==> src/rtl/core/planar_pose_predictor_assert.svh <==
// Assertion macros for the planar pose predictor.
`ifndef PLANAR_POSE_PREDICTOR_ASSERT_SVH
`define PLANAR_POSE_PREDICTOR_ASSERT_SVH

// Check a property on every clock edge outside reset.
`define PPP_ASSERT(label, clk, rst, prop) \
  label: assert property (@(posedge clk) disable iff (rst) (prop)) \
    else $error("planar_pose_predictor: assertion failed");

// Check that a trigger implies a consequence in the next cycle.
`define PPP_ASSERT_NEXT(label, clk, rst, trig, cons) \
  label: assert property (@(posedge clk) disable iff (rst) (trig) |=> (cons)) \
    else $error("planar_pose_predictor: sequence check failed");

`endif

==> src/rtl/core/ppp_pkg.sv <==
// Shared constants and tables for the planar pose predictor.
package ppp_pkg;

  localparam int POS_W      = 32;
  localparam int HEAD_W     = 17;
  localparam int CMD_W      = 16;
  localparam int STEP_W     = 15;
  localparam int ATAN_IDX_W = 5;
  localparam int ATAN_W     = 31;

  localparam int TRIG_ITERATIONS_DEF = 16;

  localparam logic [STEP_W-1:0] STEP_TIME_RST = 15'd6554;

  localparam logic signed [HEAD_W-1:0] PI_Q13      = 17'sd25736;
  localparam logic signed [HEAD_W-1:0] TWO_PI_Q13  = 17'sd51472;
  localparam logic signed [HEAD_W-1:0] HALF_PI_Q13 = 17'sd12868;
  localparam logic signed [HEAD_W-1:0] HEAD_LIMIT  = 17'sd51472;

  localparam logic signed [32:0] CORDIC_GAIN_Q30 = 33'sd652032874;

  localparam logic MODE_LOAD = 1'b0;
  localparam logic MODE_STEP = 1'b1;

  function automatic logic [ATAN_W-1:0] atan_q30(input logic [ATAN_IDX_W-1:0] idx);
    logic [ATAN_W-1:0] r;
    unique case (idx)
      5'd0:    r = 31'd843314857;
      5'd1:    r = 31'd497837830;
      5'd2:    r = 31'd263043837;
      5'd3:    r = 31'd133525159;
      5'd4:    r = 31'd67021687;
      5'd5:    r = 31'd33543516;
      5'd6:    r = 31'd16775851;
      5'd7:    r = 31'd8388437;
      5'd8:    r = 31'd4194283;
      5'd9:    r = 31'd2097149;
      5'd10:   r = 31'd1048576;
      5'd11:   r = 31'd524288;
      5'd12:   r = 31'd262144;
      5'd13:   r = 31'd131072;
      5'd14:   r = 31'd65536;
      5'd15:   r = 31'd32768;
      5'd16:   r = 31'd16384;
      5'd17:   r = 31'd8192;
      5'd18:   r = 31'd4096;
      5'd19:   r = 31'd2048;
      5'd20:   r = 31'd1024;
      5'd21:   r = 31'd512;
      5'd22:   r = 31'd256;
      5'd23:   r = 31'd128;
      default: r = '0;
    endcase
    return r;
  endfunction

endpackage

==> src/rtl/core/ppp_if.sv <==
// Valid/ready channel interfaces for pose commands and pose results.
interface ppp_in_if;
  logic                                 valid;
  logic                                 ready;
  logic                                 mode;
  logic signed [ppp_pkg::POS_W-1:0]     pose_x;
  logic signed [ppp_pkg::POS_W-1:0]     pose_y;
  logic signed [ppp_pkg::HEAD_W-1:0]    pose_heading;
  logic signed [ppp_pkg::CMD_W-1:0]     cmd_vx;
  logic signed [ppp_pkg::CMD_W-1:0]     cmd_vy;
  logic signed [ppp_pkg::CMD_W-1:0]     cmd_w;

  modport source (
    output valid, mode, pose_x, pose_y, pose_heading, cmd_vx, cmd_vy, cmd_w,
    input  ready
  );
  modport sink (
    input  valid, mode, pose_x, pose_y, pose_heading, cmd_vx, cmd_vy, cmd_w,
    output ready
  );
endinterface

interface ppp_out_if;
  logic                                 valid;
  logic                                 ready;
  logic signed [ppp_pkg::POS_W-1:0]     out_x;
  logic signed [ppp_pkg::POS_W-1:0]     out_y;
  logic signed [ppp_pkg::HEAD_W-1:0]    out_heading;

  modport source (
    output valid, out_x, out_y, out_heading,
    input  ready
  );
  modport sink (
    input  valid, out_x, out_y, out_heading,
    output ready
  );
endinterface

==> src/rtl/core/planar_pose_predictor.sv <==
// Planar pose predictor: load or dead-reckon one pose per command transfer.
//
//   channel | dir | payload                                       | handshake
//   req     | in  | mode, pose_x/y, pose_heading, cmd_vx/vy/w     | valid/ready
//   rsp     | out | out_x, out_y, out_heading                     | valid/ready
//   cfg     | in  | cfg_data (step_time)                          | cfg_we
//
// A load goes from the transfer straight to S_FIN; a step first runs S_ROT, where
// one shift-add CORDIC unit runs one iteration per cycle, then S_MUL, where
// one shared 48x17 multiplier runs seven products back to back, then S_FIN.
// req.ready is high only in idle; the result register holds until rsp transfers.
// Synchronous reset clears the pose to zero and step_time to 6554.
module planar_pose_predictor #(
  parameter int TRIG_ITERATIONS = ppp_pkg::TRIG_ITERATIONS_DEF
) (
  input  logic                          clk,
  input  logic                          rst,
  input  logic                          cfg_we,
  input  logic [ppp_pkg::STEP_W-1:0]    cfg_data,
  ppp_in_if.sink                        req,
  ppp_out_if.source                     rsp
);

  `include "planar_pose_predictor_assert.svh"

  localparam int IT_W = $clog2(TRIG_ITERATIONS);
  localparam int AIW  = ppp_pkg::ATAN_IDX_W;
  localparam logic [IT_W-1:0] IT_LAST  = IT_W'(TRIG_ITERATIONS - 1);
  localparam logic [2:0]      MUL_LAST = 3'd7;

  typedef enum logic [3:0] {
    S_IDLE = 4'b0001,
    S_ROT  = 4'b0010,
    S_MUL  = 4'b0100,
    S_FIN  = 4'b1000
  } state_t;

  state_t state, state_next;

  logic [ppp_pkg::STEP_W-1:0]          step_time;
  logic signed [ppp_pkg::POS_W-1:0]    held_x, held_y;
  logic signed [ppp_pkg::HEAD_W-1:0]   held_heading;
  logic signed [ppp_pkg::HEAD_W-1:0]   heading;
  logic signed [ppp_pkg::CMD_W-1:0]    vx, vy, w;
  logic                                flip;
  logic signed [32:0]                  cx, cy, cz;
  logic [IT_W-1:0]                     it;
  logic [2:0]                          k;
  logic signed [63:0]                  prod;
  logic signed [47:0]                  t0, t1;
  logic                                out_valid;
  logic signed [ppp_pkg::POS_W-1:0]    out_x, out_y;
  logic signed [ppp_pkg::HEAD_W-1:0]   out_heading;

  logic signed [ppp_pkg::HEAD_W-1:0]   h_wrap, h_fold;
  logic                                fold;
  logic [AIW-1:0]                      shamt;
  logic signed [32:0]                  xs, ys, atan_e;
  logic signed [16:0]                  vx_e, vy_e, ts_e;
  logic signed [47:0]                  mul_a;
  logic signed [16:0]                  mul_b;
  logic signed [64:0]                  mul_p;
  logic signed [63:0]                  rnd_pos, rnd_head;
  logic signed [33:0]                  pos_sum;
  logic signed [18:0]                  head_sum;
  logic signed [ppp_pkg::POS_W-1:0]    pos_held, pos_sat;
  logic signed [ppp_pkg::HEAD_W-1:0]   head_sat;
  logic                                req_xfer, out_free;

  assign req.ready = (state == S_IDLE);
  assign req_xfer  = req.valid && req.ready;
  assign out_free  = !out_valid || rsp.ready;

  assign rsp.valid       = out_valid;
  assign rsp.out_x       = out_x;
  assign rsp.out_y       = out_y;
  assign rsp.out_heading = out_heading;

  // wrap once by 2*pi, then fold into the CORDIC range
  always_comb begin
    priority if (held_heading >= ppp_pkg::PI_Q13) begin
      h_wrap = held_heading - ppp_pkg::TWO_PI_Q13;
    end else if (held_heading <= -ppp_pkg::PI_Q13) begin
      h_wrap = held_heading + ppp_pkg::TWO_PI_Q13;
    end else begin
      h_wrap = held_heading;
    end
    priority if (h_wrap > ppp_pkg::HALF_PI_Q13) begin
      h_fold = h_wrap - ppp_pkg::PI_Q13;
      fold   = 1'b1;
    end else if (h_wrap < -ppp_pkg::HALF_PI_Q13) begin
      h_fold = h_wrap + ppp_pkg::PI_Q13;
      fold   = 1'b1;
    end else begin
      h_fold = h_wrap;
      fold   = 1'b0;
    end
  end

  assign shamt  = AIW'(it);
  assign xs     = cx >>> shamt;
  assign ys     = cy >>> shamt;
  assign atan_e = signed'({2'b00, ppp_pkg::atan_q30(shamt)});

  assign vx_e = flip ? -17'(vx) : 17'(vx);
  assign vy_e = flip ? -17'(vy) : 17'(vy);
  assign ts_e = signed'({2'b00, step_time});

  always_comb begin
    unique case (k)
      3'd0: begin mul_a = 48'(cx); mul_b = vx_e; end
      3'd1: begin mul_a = 48'(cy); mul_b = vy_e; end
      3'd2: begin mul_a = 48'(cy); mul_b = vx_e; end
      3'd3: begin mul_a = 48'(cx); mul_b = vy_e; end
      3'd4: begin mul_a = t0;      mul_b = ts_e; end
      3'd5: begin mul_a = t1;      mul_b = ts_e; end
      default: begin mul_a = 48'(w); mul_b = ts_e; end
    endcase
  end

  assign mul_p = mul_a * mul_b;

  assign rnd_pos  = prod + 64'sd2199023255552;
  assign rnd_head = prod + 64'sd16384;
  assign pos_held = (k == 3'd5) ? held_x : held_y;
  assign pos_sum  = 34'(pos_held) + 34'(signed'(rnd_pos[63:42]));
  assign head_sum = 19'(heading) + 19'(signed'(rnd_head[32:15]));

  always_comb begin
    priority if (pos_sum > 34'sd2147483647) begin
      pos_sat = 32'sh7FFFFFFF;
    end else if (pos_sum < -34'sd2147483648) begin
      pos_sat = 32'sh80000000;
    end else begin
      pos_sat = pos_sum[31:0];
    end
    priority if (head_sum > 19'(ppp_pkg::HEAD_LIMIT)) begin
      head_sat = ppp_pkg::HEAD_LIMIT;
    end else if (head_sum < -19'(ppp_pkg::HEAD_LIMIT)) begin
      head_sat = -ppp_pkg::HEAD_LIMIT;
    end else begin
      head_sat = head_sum[ppp_pkg::HEAD_W-1:0];
    end
  end

  always_comb begin
    state_next = state;
    unique case (state)
      S_IDLE: begin
        if (req_xfer) begin
          state_next = (req.mode == ppp_pkg::MODE_STEP) ? S_ROT : S_FIN;
        end
      end
      S_ROT: begin
        if (it == IT_LAST) state_next = S_MUL;
      end
      S_MUL: begin
        if (k == MUL_LAST) state_next = S_FIN;
      end
      S_FIN: begin
        if (out_free) state_next = S_IDLE;
      end
      default: state_next = S_IDLE;
    endcase
  end

  always_ff @(posedge clk) begin
    if (rst) begin
      state        <= S_IDLE;
      step_time    <= ppp_pkg::STEP_TIME_RST;
      held_x       <= '0;
      held_y       <= '0;
      held_heading <= '0;
      out_valid    <= 1'b0;
      it           <= '0;
      k            <= '0;
    end else begin
      state <= state_next;
      if (cfg_we) step_time <= cfg_data;
      if ((state == S_FIN) && out_free) begin
        out_valid <= 1'b1;
      end else if (rsp.ready) begin
        out_valid <= 1'b0;
      end
      unique case (state)
        S_IDLE: begin
          if (req_xfer) begin
            if (req.mode == ppp_pkg::MODE_LOAD) begin
              held_x       <= req.pose_x;
              held_y       <= req.pose_y;
              held_heading <= req.pose_heading;
            end
            it <= '0;
            k  <= '0;
          end
        end
        S_ROT: begin
          it <= it + 1'b1;
        end
        S_MUL: begin
          k <= k + 1'b1;
          unique case (k)
            3'd5: held_x <= pos_sat;
            3'd6: held_y <= pos_sat;
            3'd7: held_heading <= head_sat;
            default: ;
          endcase
        end
        default: ;
      endcase
    end
  end

  always_ff @(posedge clk) begin
    unique case (state)
      S_IDLE: begin
        heading <= h_wrap;
        flip    <= fold;
        vx      <= req.cmd_vx;
        vy      <= req.cmd_vy;
        w       <= req.cmd_w;
        cx      <= ppp_pkg::CORDIC_GAIN_Q30;
        cy      <= '0;
        cz      <= signed'({h_fold, 16'd0}) <<< 1;
      end
      S_ROT: begin
        if (!cz[32]) begin
          cx <= cx - ys;
          cy <= cy + xs;
          cz <= cz - atan_e;
        end else begin
          cx <= cx + ys;
          cy <= cy - xs;
          cz <= cz + atan_e;
        end
      end
      S_MUL: begin
        prod <= mul_p[63:0];
        unique case (k)
          3'd1: t0 <= prod[47:0];
          3'd2: t0 <= t0 - prod[47:0];
          3'd3: t1 <= prod[47:0];
          3'd4: t1 <= t1 + prod[47:0];
          default: ;
        endcase
      end
      S_FIN: begin
        if (out_free) begin
          out_x       <= held_x;
          out_y       <= held_y;
          out_heading <= held_heading;
        end
      end
      default: ;
    endcase
  end

  `PPP_ASSERT_NEXT(a_step_starts_rotation, clk, rst,
    req_xfer && (req.mode == ppp_pkg::MODE_STEP), state == S_ROT)
  `PPP_ASSERT_NEXT(a_load_sets_pose, clk, rst,
    req_xfer && (req.mode == ppp_pkg::MODE_LOAD),
    (state == S_FIN) && (held_x == $past(req.pose_x)) && (held_y == $past(req.pose_y)))
  `PPP_ASSERT_NEXT(a_finish_presents_result, clk, rst,
    (state == S_FIN) && out_free, out_valid && (out_x == $past(held_x)))
  `PPP_ASSERT(a_iteration_bound, clk, rst, (state != S_ROT) || (it <= IT_LAST))

endmodule
==> src/flat_wrapper.sv <==
// flat-port wrapper written by rule: the top's interface ports become plain ports
module planar_pose_predictor_flat 
#(
  parameter int TRIG_ITERATIONS = ppp_pkg::TRIG_ITERATIONS_DEF
)
  (clk, rst, cfg_we, cfg_data, req_valid, req_mode, req_pose_x, req_pose_y, req_pose_heading, req_cmd_vx, req_cmd_vy, req_cmd_w, req_ready, rsp_valid, rsp_out_x, rsp_out_y, rsp_out_heading, rsp_ready);
  ppp_in_if req_i ();
  ppp_out_if rsp_i ();
  input  logic clk;
  input  logic rst;
  input  logic cfg_we;
  input  logic [ppp_pkg::STEP_W-1:0] cfg_data;
  input wire logic [$bits(req_i.valid)-1:0] req_valid;
  input wire logic [$bits(req_i.mode)-1:0] req_mode;
  input wire logic [$bits(req_i.pose_x)-1:0] req_pose_x;
  input wire logic [$bits(req_i.pose_y)-1:0] req_pose_y;
  input wire logic [$bits(req_i.pose_heading)-1:0] req_pose_heading;
  input wire logic [$bits(req_i.cmd_vx)-1:0] req_cmd_vx;
  input wire logic [$bits(req_i.cmd_vy)-1:0] req_cmd_vy;
  input wire logic [$bits(req_i.cmd_w)-1:0] req_cmd_w;
  output wire logic [$bits(req_i.ready)-1:0] req_ready;
  output wire logic [$bits(rsp_i.valid)-1:0] rsp_valid;
  output wire logic [$bits(rsp_i.out_x)-1:0] rsp_out_x;
  output wire logic [$bits(rsp_i.out_y)-1:0] rsp_out_y;
  output wire logic [$bits(rsp_i.out_heading)-1:0] rsp_out_heading;
  input wire logic [$bits(rsp_i.ready)-1:0] rsp_ready;
  assign req_i.valid = req_valid;
  assign req_i.mode = req_mode;
  assign req_i.pose_x = req_pose_x;
  assign req_i.pose_y = req_pose_y;
  assign req_i.pose_heading = req_pose_heading;
  assign req_i.cmd_vx = req_cmd_vx;
  assign req_i.cmd_vy = req_cmd_vy;
  assign req_i.cmd_w = req_cmd_w;
  assign req_ready = req_i.ready;
  assign rsp_valid = rsp_i.valid;
  assign rsp_out_x = rsp_i.out_x;
  assign rsp_out_y = rsp_i.out_y;
  assign rsp_out_heading = rsp_i.out_heading;
  assign rsp_i.ready = rsp_ready;
  planar_pose_predictor #(.TRIG_ITERATIONS(TRIG_ITERATIONS)) u_core (.clk(clk), .rst(rst), .cfg_we(cfg_we), .cfg_data(cfg_data), .req(req_i), .rsp(rsp_i));
endmodule
==> config.mk <==
export PLATFORM = sky130hd
export DESIGN_NAME = planar_pose_predictor_flat
export DESIGN_NICKNAME = d
export VERILOG_FILES = /design/src/rtl/core/ppp_pkg.sv /design/src/rtl/core/ppp_if.sv /design/src/rtl/core/planar_pose_predictor.sv /design/src/flat_wrapper.sv
export VERILOG_INCLUDE_DIRS = /design/src /design/src/rtl/core
export SDC_FILE = /design/constraint.sdc
export NUM_CORES = 2
export LEC_CHECK = 0
export BUFFER_PORTS_ARGS = -buffer_cell sky130_fd_sc_hd__buf_2
export CAP_MARGIN = 20
export CORE_AREA = 10 10 397 399
export DETAILED_ROUTE_END_ITERATION = 8
export DIE_AREA = 0 0 407 409
export SYNTH_ARGS = -nofsm -noshare
export SYNTH_HDL_FRONTEND = slang
export SYNTH_SLANG_ARGS = --single-unit
export TNS_END_PERCENT = 20
==> constraint.sdc <==
create_clock -name clk -period 12.9 [get_ports clk]
set_input_delay 1.935 -clock clk [delete_from_list [all_inputs] [get_ports clk]]
set_output_delay 1.935 -clock clk [all_outputs]
set_load 0.005 [all_outputs]
==> flow_summary.ini <==
[placement]
gp_congestion = 0.957
place_inst = 9435
io_buffers = 232
hpwlAfterDp_um = 171000

[timing]
hold_viol_final = 0
worstMarginPinSlew_ns = 1.19
fmax_mhz = 89.3
rsz0062_at_grt = no
setup_viol = 0
relSlewSlack = 0.203
fin_crit_sh = 0.868
setup_tns_ns = 0
fin_skew_ns = 0.0609
slew_viol_final = 0
fin_crit_ns = 11.19

[cts]
cts_max_path_buffers = 3
post_cts_resize_count = 0
clkTransAtPathRegs_ns = 0.06
cts_root_buffer = clkbuf_16
clkLatencyLatePin_ns = 0.72
ctsHtreeMaxLevel = 3
cts_made_buffers = 72
tritoncts = done
clkSinkCount = 543
cts_hold_buf = 0
cts_setup_buffers = 0

[worst_setup_path]
crit_fanout = 35
end_kind = register
cp_num_buf_inv = 7
critPathRequiredTime_ns = 13.31
max_stage_delay_ns = 0.93
crit_slowest_cell = a2111oi_0
cp_top_family = adder cells
start_kind = register
worstSetupPathType = register to register
arrival_ns = 11.60

[final_layout]
fin_nets = 8825
drive_gt1_frac = 0.0922
nFillCells = 14200
diodes = 0
layout.cells.non_filler = 9577
area_growth_pct = 8.75

[global_routing]
antenna_found_initial = 4
grt_pass1_wl_um = 337000
grt_max_degree = 72
grt_remaining_overflow = 0
first_global_vias = 55400
track_usage = 0.260

[routing]
ant_nets = 0
drt_first_pass_iters = 6
drc_errors = 0
wl_per_cell_um = 22.9
wl_um = 219000
drtIter0Drc = 5048
vias = 55200
post_drt_via_cell_ratio = 5.77

[yosys]
synthFlopType = edfxtp_1
synth_cell_type_count = 93
synthCells = 7435
ys_seq_area_frac = 0.223
synth_edf_count = 406
syn_nets = 8759
ys_ff_latch = 543
synthArstFlopShare = 0
synth_area_mm2 = 0.0670
syn_avg_cell_area_um2 = 9.01
yosys_warnings = 0

[floorplanning]
fp-row-count = 142
initial_utilization = 0.448
die_area_mm2 = 0.166
dieWidth_um = 407
core_mm2 = 0.149
die-height_um = 409
ios = 233

[outcome]
outcome = finished clean

[min_path]
hp-class = register to register

[job]
cap_violations = 0
-- path summary, 6_finish.rpt --
check / start / end / slack [ns] / depth (start not counted)
worst min-delay path: u_core.held_x[22] / u_core.rsp.out_x[22] / 0.44 / 0
worst max-delay path: u_core.k[2] / u_core.prod[62] / 1.71 / 29
worst min register to register: u_core.held_x[22] / u_core.rsp.out_x[22] / 0.44 / 0
worst max register to register: u_core.k[2] / u_core.prod[62] / 1.71 / 29
-- kinds of logic (layout without fill, tap and decap cells) --
logic type                 after synthesis  in the layout  synth area share
and+or+nand+nor                       2207           2207             0.148
AOI/OAI and AO/OA                     1495           1495             0.142
buffers and inverters                 1364           1490            0.0778
adders and majority gates             1174           1174             0.305
DFF                                    543            543             0.223
xor gates and xnor gates               437            437            0.0571
muxes                                  215            215            0.0480
-- cells in the mapped netlist, types with 12 or more instances --
cell type,number,area share
or3_1,27,0.0025
buf_1,37,0.0021
a41oi_1,18,0.0024
mux2_2,81,0.014
nor4_1,14,0.0013
or2_2,27,0.0025
nand3_1,121,0.0090
a211oi_1,57,0.0064
o31ai_1,61,0.0068
nand2_1,928,0.052
clkbuf_1,283,0.016
o21a_1,67,0.0075
and2_1,96,0.0090
and3_1,52,0.0049
o22ai_1,12,0.0011
edfxtp_1,406,0.18
nor2_1,569,0.032
a21boi_0,14,0.0016
o21ai_0,360,0.027
xor2_1,175,0.023
nor2b_1,71,0.0066
nor3b_1,14,0.0016
fa_1,762,0.23
dfxtp_1,137,0.041
a31oi_1,74,0.0069
mux4_2,60,0.020
nand4_1,49,0.0046
o21bai_1,39,0.0044
mux4_1,13,0.0051
ha_1,412,0.077
a21oi_1,402,0.030
o21ai_1,13,0.00097
a222oi_1,15,0.0022
nor3_1,122,0.0091
a21o_1,154,0.017
a311oi_1,15,0.0020
xnor2_1,262,0.034
o211ai_1,27,0.0030
nand2b_1,67,0.0063
buf_2,17,0.0013
a22oi_1,32,0.0036
inv_1,1016,0.057
a221oi_1,21,0.0027
mux2i_1,61,0.0091
-- layout by cell type, fill, tap and decap left out, drive strengths merged, types with 32 or more instances in the layout --
cell type / synthesis / layout
inv: 1018 / 1022
nand2: 928 / 928
fa: 762 / 762
nor2: 569 / 569
ha: 412 / 412
edfxtp: 406 / 406
a21oi: 403 / 403
o21ai: 373 / 373
buf: 62 / 336
xnor2: 262 / 262
xor2: 175 / 175
a21o: 154 / 154
dfxtp: 137 / 137
nor3: 124 / 124
nand3: 121 / 121
and2: 97 / 97
clkbuf: 283 / 95
mux2: 81 / 81
a31oi: 74 / 74
mux4: 73 / 73
nor2b: 71 / 71
nand2b: 67 / 67
o21a: 67 / 67
a211oi: 62 / 62
o31ai: 61 / 61
mux2i: 61 / 61
and3: 53 / 53
nand4: 50 / 50
o21bai: 39 / 39
a22oi: 32 / 32
-- stage by stage --
step | setup slack (ns) | hold slack [ns] | utilization | instance area [um^2]
floorplan | 2.28 | 0.406 | - | 67000
global placement | 1.90 | 0.431 | 0.470 | 70300
detailed placement | 1.88 | 0.435 | 0.471 | 70300
CTS | 1.81 | 0.429 | 0.487 | 72800
global route | 1.14 | 0.451 | 0.488 | 72900
finish | 1.71 | 0.435 | 0.488 | 72900
-- area by class of cell --
type | count | area [um^2] | area share
multi-input combinational | 5528 | 47100 | 0.647
sequential | 543 | 14900 | 0.205
inverter | 1019 | 3830 | 0.0525
tap | 2016 | 2520 | 0.0346
clock buffer | 94 | 2000 | 0.0274
timing repair buffer | 337 | 1990 | 0.0273
clock inverter | 40 | 457 | 0.00627
-- sequential cells by signal (all words and copies together), names as in the netlist, 3 cells and up --
register,cells
u_core.vy,16
u_core.state,4
u_core.heading,17
u_core.cy,33
u_core.step_time,15
u_core.atan_e,29
u_core.k,3
u_core.held_heading,17
u_core.held_x,32
u_core.cx,33
u_core.t0,48
u_core.held_y,32
u_core.w,16
u_core.rsp.out_heading,17
u_core.it,4
u_core.rsp.out_y,32
u_core.prod,64
u_core.rsp.out_x,32
u_core.t1,48
u_core.cz,33
u_core.vx,16
-- worst register-to-register path: cells and delay by family (launching register included) --
| family | cells | cell delay (ns) |
|---|---|---|
| AOI/OAI and AO/OA | 9 | 3.85 |
| adders and majority gates | 8 | 3.92 |
| buffers and inverters | 7 | 1.08 |
| and+or+nand+nor | 4 | 1.55 |
| DFF | 1 | 0.32 |
| xor gates and xnor gates | 1 | 0.17 |
-- per-layer routing --
metal / GRT usage / vias to the layer above / wire length, um
li1: - / 25200 / -
met1: 0.362 / 27500 / 94900
met2: 0.406 / 2190 / 97500
met3: 0.0485 / 361 / 18900
met4: 0.0831 / 4 / 7540
met5: 0 / - / 27
Power is not shown: default switching activity piles up to over one toggle a cycle in this logic, so the estimate is an artifact.
